--- src/rtl/sbce_pkg.sv ---
// Shared types, opcodes and constants for the sixteen-bit execute core.
package sbce_pkg;

  localparam int unsigned DataWords = 65536;
  localparam int unsigned DataAw    = $clog2(DataWords);

  typedef enum logic [4:0] {
    OP_ADD  = 5'd0,
    OP_SUB  = 5'd1,
    OP_AND  = 5'd2,
    OP_NOR  = 5'd3,
    OP_DIV  = 5'd4,
    OP_MUL  = 5'd5,
    OP_MOD  = 5'd6,
    OP_POW  = 5'd7,
    OP_LW   = 5'd8,
    OP_SW   = 5'd9,
    OP_JR   = 5'd12,
    OP_HALT = 5'd13,
    OP_PUT  = 5'd14,
    OP_LIZ  = 5'd16,
    OP_LIS  = 5'd17,
    OP_LUI  = 5'd18,
    OP_JALR = 5'd19,
    OP_BP   = 5'd20,
    OP_BN   = 5'd21,
    OP_BX   = 5'd22,
    OP_BZ   = 5'd23,
    OP_J    = 5'd24
  } opcode_e;

  // Controller -> datapath commands.
  typedef struct packed {
    logic decode;     // latch instruction, read register file
    logic start_div;  // start divide/modulo unit
    logic start_pow;  // start power unit
    logic step;       // one iteration of the active unit
    logic mem_rd;     // issue data store read
    logic commit;     // write back and load result register
    logic stop_only;  // commit a stopped-step result
  } sbce_cmd_t;

  // Datapath -> controller status.
  typedef struct packed {
    logic [4:0] opcode;
    logic       unit_done;
    logic       stopped;
    logic       pc_at_end;
  } sbce_sts_t;

endpackage

--- src/rtl/sbce_ctrl.sv ---
// Controller state machine: sequences decode, unit iterations and write-back.
module sbce_ctrl
  import sbce_pkg::*;
(
  input  logic      clk_i,
  input  logic      rst_ni,
  input  logic      in_valid_i,
  output logic      in_ready_o,
  output logic      out_valid_o,
  input  logic      out_ready_i,
  output sbce_cmd_t cmd_o,
  input  sbce_sts_t sts_i
);

  typedef enum logic [2:0] {
    S_IDLE, S_DECODE, S_ITER, S_MEM, S_COMMIT
  } state_e;

  state_e state_q;
  logic   out_valid_q;
  logic   accept;

  // Next item may enter once the previous result is taken or is being taken.
  assign in_ready_o  = (state_q == S_IDLE) && (!out_valid_q || out_ready_i);
  assign accept      = in_valid_i && in_ready_o;
  assign out_valid_o = out_valid_q;

  always_comb begin
    cmd_o = '0;
    cmd_o.decode = accept;
    case (state_q)
      S_DECODE: begin
        if (!(sts_i.stopped || sts_i.pc_at_end)) begin
          cmd_o.start_div = (sts_i.opcode == OP_DIV) || (sts_i.opcode == OP_MOD);
          cmd_o.start_pow = (sts_i.opcode == OP_POW);
          cmd_o.mem_rd    = (sts_i.opcode == OP_LW);
        end
      end
      S_ITER:   cmd_o.step = 1'b1;
      S_COMMIT: begin
        cmd_o.commit    = 1'b1;
        cmd_o.stop_only = sts_i.stopped || sts_i.pc_at_end;
      end
      default: ;
    endcase
  end

  always_ff @(posedge clk_i or negedge rst_ni) begin
    if (!rst_ni) begin
      state_q     <= S_IDLE;
      out_valid_q <= 1'b0;
    end else begin
      if (out_valid_q && out_ready_i) out_valid_q <= 1'b0;
      case (state_q)
        S_IDLE:   if (accept) state_q <= S_DECODE;
        S_DECODE: begin
          if (sts_i.stopped || sts_i.pc_at_end) state_q <= S_COMMIT;
          else if (sts_i.opcode == OP_DIV || sts_i.opcode == OP_MOD ||
                   sts_i.opcode == OP_POW) state_q <= S_ITER;
          else if (sts_i.opcode == OP_LW) state_q <= S_MEM;
          else state_q <= S_COMMIT;
        end
        S_ITER:   if (sts_i.unit_done) state_q <= S_COMMIT;
        S_MEM:    state_q <= S_COMMIT;
        S_COMMIT: begin
          out_valid_q <= 1'b1;
          state_q     <= S_IDLE;
        end
        default:  state_q <= S_IDLE;
      endcase
    end
  end

`ifndef SYNTHESIS
  a_commit_fills: assert property (@(posedge clk_i) disable iff (!rst_ni)
    state_q == S_COMMIT |=> out_valid_q) else $error("result not presented");
  a_no_accept_busy: assert property (@(posedge clk_i) disable iff (!rst_ni)
    state_q != S_IDLE |-> !in_ready_o) else $error("accept while busy");
  a_one_unit: assert property (@(posedge clk_i) disable iff (!rst_ni)
    !(cmd_o.start_div && cmd_o.start_pow)) else $error("two units started");
`endif

endmodule

--- config.mk ---
export PLATFORM = sky130hd
export DESIGN_NAME = sbce_ctrl
export DESIGN_NICKNAME = d
export VERILOG_FILES = /design/src/rtl/sbce_pkg.sv /design/src/rtl/sbce_ctrl.sv
export SDC_FILE = /design/constraint.sdc
export NUM_CORES = 1
export LEC_CHECK = 0
export ABC_CLOCK_PERIOD_IN_PS = 1100
export BUFFER_PORTS_ARGS = -buffer_cell sky130_fd_sc_hd__buf_2
export CAP_MARGIN = 40
export CORE_AREA = 2 2 39 41
export CTS_CLUSTER_DIAMETER = 40
export DETAILED_ROUTE_END_ITERATION = 7
export DIE_AREA = 0 0 41 43
export GPL_TIMING_DRIVEN = 1
export SLEW_MARGIN = 20
export SYNTH_ARGS = -nofsm -noshare
export SYNTH_HDL_FRONTEND = slang
export SYNTH_SLANG_ARGS = --single-unit
--- constraint.sdc ---
create_clock -name clk_i -period 1.1 [get_ports clk_i]
set_input_delay 0.11 -clock clk_i [delete_from_list [all_inputs] [get_ports clk_i]]
set_output_delay 0.11 -clock clk_i [all_outputs]
set_load 0.005 [all_outputs]
# ---- After elaboration in Yosys (flattened, before gate mapping)
# Cells that the tools add are included.
dict set report classes {
  eq_ne 10
  n_reduce_logical 11
  n_mux 14
}
# operator n
set ops {}
lappend ops {{5-bit by 3-bit == test with 1-bit output, second input constant} 3}
lappend ops {{3-bit 2-to-1 mux} 5}
lappend ops {{3-bit case mux with 4 select lines} 1}
lappend ops {{3-bit by 2-bit == test with 1-bit output, second input constant} 2}
lappend ops {{2-bit 2-to-1 mux} 3}
lappend ops {{5-bit by 4-bit == test with 1-bit output, second input constant} 1}
lappend ops {{1-bit 2-to-1 mux} 5}
lappend ops {{1-bit logical OR} 4}
lappend ops {{2-bit inequality test, second input constant} 2}
lappend ops {{3-bit by 1-bit == test with 1-bit output, second input constant} 1}
lappend ops {{3-bit == test, second input constant} 1}
lappend ops {{1-bit logical AND} 3}
lappend ops {{3-bit zero test} 1}
lappend ops {{2-bit AND reduction} 1}
lappend ops {{2-bit nonzero test} 1}
lappend ops {{1-bit zero test} 1}
dict set report totals {
  reg_bits 4
  output_inout_bits 9
  word_cells 37
  input_bits 12
}

# ---- Depth between registers and ports, before layout
dict set report logic_depth {
  word_depth 6
  depth_mapped 3
  ltp_nobuf 3
}

# ---- Worst setup path before layout
# Ideal clock, no wire load.
dict set report synth_timing {
  path_kind {reg2reg}
  start {reg out_valid_q (netlist: out_valid_o)}
  end {reg state_q[2]}
  path_buffers 0
  setup_slack_ns -0.097
  setup_ns 0.096
  arrival_ns 1.102
  stages_incl_launch_ff 4
  required_time_ns 1.004
  period_less_slack_ns 1.197
  cell_sequence {dfrtp_1 -> or2b_2 -> a21o_2 -> a311oi_2}
}
dict set report synth_via {
  elab_chain_cells 6
}
# element line
set synth_rtl {}
lappend synth_rtl {{from (decl)} sbce_ctrl.sv:20} ;# logic out_valid_q;
lappend synth_rtl {{from (signal assigned)} sbce_ctrl.sv:51} ;# out_valid_q <= 1'b0;
lappend synth_rtl {{from (signal assigned)} sbce_ctrl.sv:53} ;# if (out_valid_q && out_ready_i) out_valid_q <= 1'b0;
lappend synth_rtl {{from (signal assigned)} sbce_ctrl.sv:66} ;# out_valid_q <= 1'b1;
lappend synth_rtl {{1-bit zero test} sbce_ctrl.sv:24} ;# assign in_ready_o = (state_q == S_IDLE) && (!out_valid_q || out_ready_i);
lappend synth_rtl {{1-bit logical OR} sbce_ctrl.sv:24}
lappend synth_rtl {{1-bit logical AND} sbce_ctrl.sv:24}
lappend synth_rtl {{1-bit logical AND} sbce_ctrl.sv:25} ;# assign accept = in_valid_i && in_ready_o;
lappend synth_rtl {{2-bit inequality test (no line)} --}
lappend synth_rtl {{2-bit AND reduction (no line)} --}
lappend synth_rtl {{to (signal assigned)} sbce_ctrl.sv:50} ;# state_q <= S_IDLE;
lappend synth_rtl {{to (signal assigned)} sbce_ctrl.sv:55} ;# S_IDLE: if (accept) state_q <= S_DECODE;
lappend synth_rtl {{to (signal assigned)} sbce_ctrl.sv:57} ;# if (sts_i.stopped || sts_i.pc_at_end) state_q <= S_COMMIT;
lappend synth_rtl {{to (decl)} sbce_ctrl.sv:19} ;# state_e state_q;
# No other way between the ends.
# A chain may end at the register's enable or synchronous reset.

==> impl_metrics.toml <==
[floorplanning]
rows = 14
fp.dieW_um = 41
core_um2 = 1380
start_util = 0.224
die_h_um = 43
pin_count = 21
die_area_um2 = 1760

[detailed_routing]
ant_nets = 0
wl_per_cell_um = 11.5
drt-initial-drc-count = 1
firstDrtPassIters = 2
num_vias = 381
routed_wl_um = 944
via_per_inst = 4.65
drc_errors = 0

[worst_setup_path]
regToRegSetupSlack_ps = -20
worstPathRequired_ps = 990
crit_type = "flip-flop to primary output"
r2r_start = "state_q[1]$_DFFE_PN0P_"
cpPeakStageDelay_ps = 410
crit_path_end_kind = "primary output"
cp_max_fo = 3
critPathArrivalTime_ps = 1260
rr_worst_depth = 4
crit_chain = "nor4_4 -> nand3b_1 -> nor2b_1 -> buf_2"
crit_start = "state_q[1]$_DFFE_PN0P_"
setup.worst_path.end = "cmd_o[5]"
worstReg2RegEnd = "state_q[1]$_DFFE_PN0P_"
critPathSlowestCell = "dfrtp_1"
startpoint_type = "flip-flop"

[timing]
layout_min_cycle_time_ps = 1370
drv_slew = 0
period_share = 1.25
maxSlewHeadroom = 0.758
rsz0062_at_grt = "yes"
setup_viol = 10
layout_setup_ws_ps = -275
finClkSkew_ps = 1.89
max_freq_ghz = 0.727
hold_violations = 0
worst_pin_slew_ps = 360

[clock_tree]
cts_tree = "built"
cts.path.max_buffers = 2
root_buffer = "clkbuf_4"
clock_latency_ps = 240
cts_buffers = 3
cts.sinks = 4
cts_max_level = 1
clkSlewWorstSetupHoldPaths_ps = 40

[cells_and_area]
drive_gt1_frac = 0.652
diodes = 0
nets = 80
syn2layout_area_growth_pct = 85.9
fin_cells = 82

[global_routing]
grt_pass1_vias = 385
grt_pass1_wl_um = 1550
grt.total_usage = 0.135
grt-ovfl-total = 0
grt_max_degree = 8
antenna_found_initial = 0

[logic_synthesis]
yosysWarnings = 0
syn_inst = 35
synth_cell_types = 23
synth_nets = 47
yosysSeqAreaShare = 0.323
syn_avg_cell_area_um2 = 8.87
synth_area_um2 = 310
ys_seq_elements = 4

[pwr]
p_clk_frac = 0.217
seq_power_share = 0.305
ir_worst_vdd_mv = 0.694
switching_power_mw = 0.301
combPwrFrac = 0.477
p_per_area_nw_per_um2 = 1510
cellLeakagePower_nw = 0.296
swShare = 0.346
p_int_mw = 0.570

[place]
placed_cells = 77
port-buffer-count = 20
place_congestion = 0.758
hpwlAfterDp_um = 679
dp_slack_ps = -85.4

[worst_hold_path]
min_path_type = "input pin to flip-flop"

[flow_run]
drv_cap = 0

[outcome]
violations = "setup timing"
status = "finished, violations left"
-- stage by stage --
stage                util  setup TNS (ps)  cell area [um2]  hold WS [ps]  power (mW)
finish              0.417           -1700              577           137       0.872
global route        0.417           -2480              577           143       0.938
CTS                 0.420           -1820              582           103       0.854
detailed placement  0.352            -392              487         -80.6       0.600
global placement    0.352            -236              487         -77.9       0.597
floorplan               -           -23.1              322          -186       0.429
-- cells in the mapped netlist (all sizes together) --
library cell | number | share of area
o32ai | 1 | 0.028
inv | 2 | 0.024
dfrtp | 4 | 0.32
nand3 | 1 | 0.016
nor3b | 1 | 0.024
a211oi | 1 | 0.024
buf | 1 | 0.024
nor3 | 1 | 0.016
nor2b | 1 | 0.020
or3 | 1 | 0.020
nand2 | 3 | 0.036
nor4 | 1 | 0.040
a21o | 1 | 0.028
and4b | 1 | 0.032
nor4b | 1 | 0.048
nand3b | 1 | 0.024
a311oi | 1 | 0.048
and3b | 2 | 0.056
nor2 | 6 | 0.073
a21oi | 1 | 0.016
or2b | 1 | 0.028
nand2b | 1 | 0.020
nand4b | 1 | 0.028
-- placed cells by master (no fill, tap or decap), types with 2 or more instances in the layout --
| cell | Yosys | layout |
|---|---|---|
| clkbuf_4 | 0 | 3 |
| dfrtp_1 | 4 | 2 |
| nand2_1 | 3 | 2 |
| and3b_1 | 2 | 2 |
| buf_2 | 0 | 20 |
| inv_1 | 2 | 2 |
| dfrtp_2 | 0 | 2 |
| nor2_1 | 6 | 5 |
| buf_4 | 1 | 8 |
-- kinds of logic (layout without fill, tap and decap cells) --
family          Yosys count  after routing  share of synthesized area
flops                     4              4                      0.323
simple gates             23             23                      0.484
buf+inv                   3             34                     0.0484
compound gates            5              5                      0.145
-- per-layer routing --
layer / GRT usage / part of all wire / vias up / wire length [um]
met4: 0.100 / 0.031 / 0 / 29
met1: 0.152 / 0.38 / 165 / 358
li1: - / - / 193 / -
met3: 0.0314 / 0.082 / 4 / 77
met2: 0.206 / 0.51 / 19 / 479
met5: 0 / 0 / - / 0
-- power by group through the flow --
stage / logic, mW / registers [mW] / clock network, mW
final: 0.416 / 0.266 / 0.190
after global routing: 0.461 / 0.276 / 0.201
after CTS: 0.405 / 0.254 / 0.195
after detailed placement: 0.361 / 0.240 / 0
after global placement: 0.357 / 0.240 / 0
after floorplan: 0.191 / 0.238 / 0
-- worst min-delay path by stage --
stage	start	end	cells past startpoint
CTS	sts_i[2]	state_q[1]$_DFFE_PN0P_	2
detailed placement	rst_ni	out_valid_o$_DFFE_PN0P_	1
finish	sts_i[2]	state_q[1]$_DFFE_PN0P_	2
floorplan	rst_ni	out_valid_o$_DFFE_PN0P_	0
global route	sts_i[2]	state_q[1]$_DFFE_PN0P_	2
global placement	rst_ni	out_valid_o$_DFFE_PN0P_	1
-- what timing repair did --
action | CTS | global route
endpoints found under the hold margin | 4 | 0
gates resized for setup | 8 | 4
pin swaps | 5 | 3
hold buffers | 1 | 0
buffers inserted | 4 | 0
setup endpoints to repair | 11 | 11
-- critical path, delay by kind of cell (launching register included) --
kind                   cells  cell delay (ps)
DFF                        1              410
and+or+nand+nor            3              500
buffers and inverters      1              120
-- final cells by class --
type | count | area (um2)
tap | 16 | 20.0
inverter | 2 | 7.51
multi-input combinational | 28 | 254
clock buffer | 3 | 22.5
timing repair buffer | 29 | 170
fill | 154 | 807
sequential | 4 | 103
-- registers in the layout (all words and copies together), names as in the netlist --
signal and cells:
out_valid_o 1, state_q 3
(Power assumes the default switching activity.)
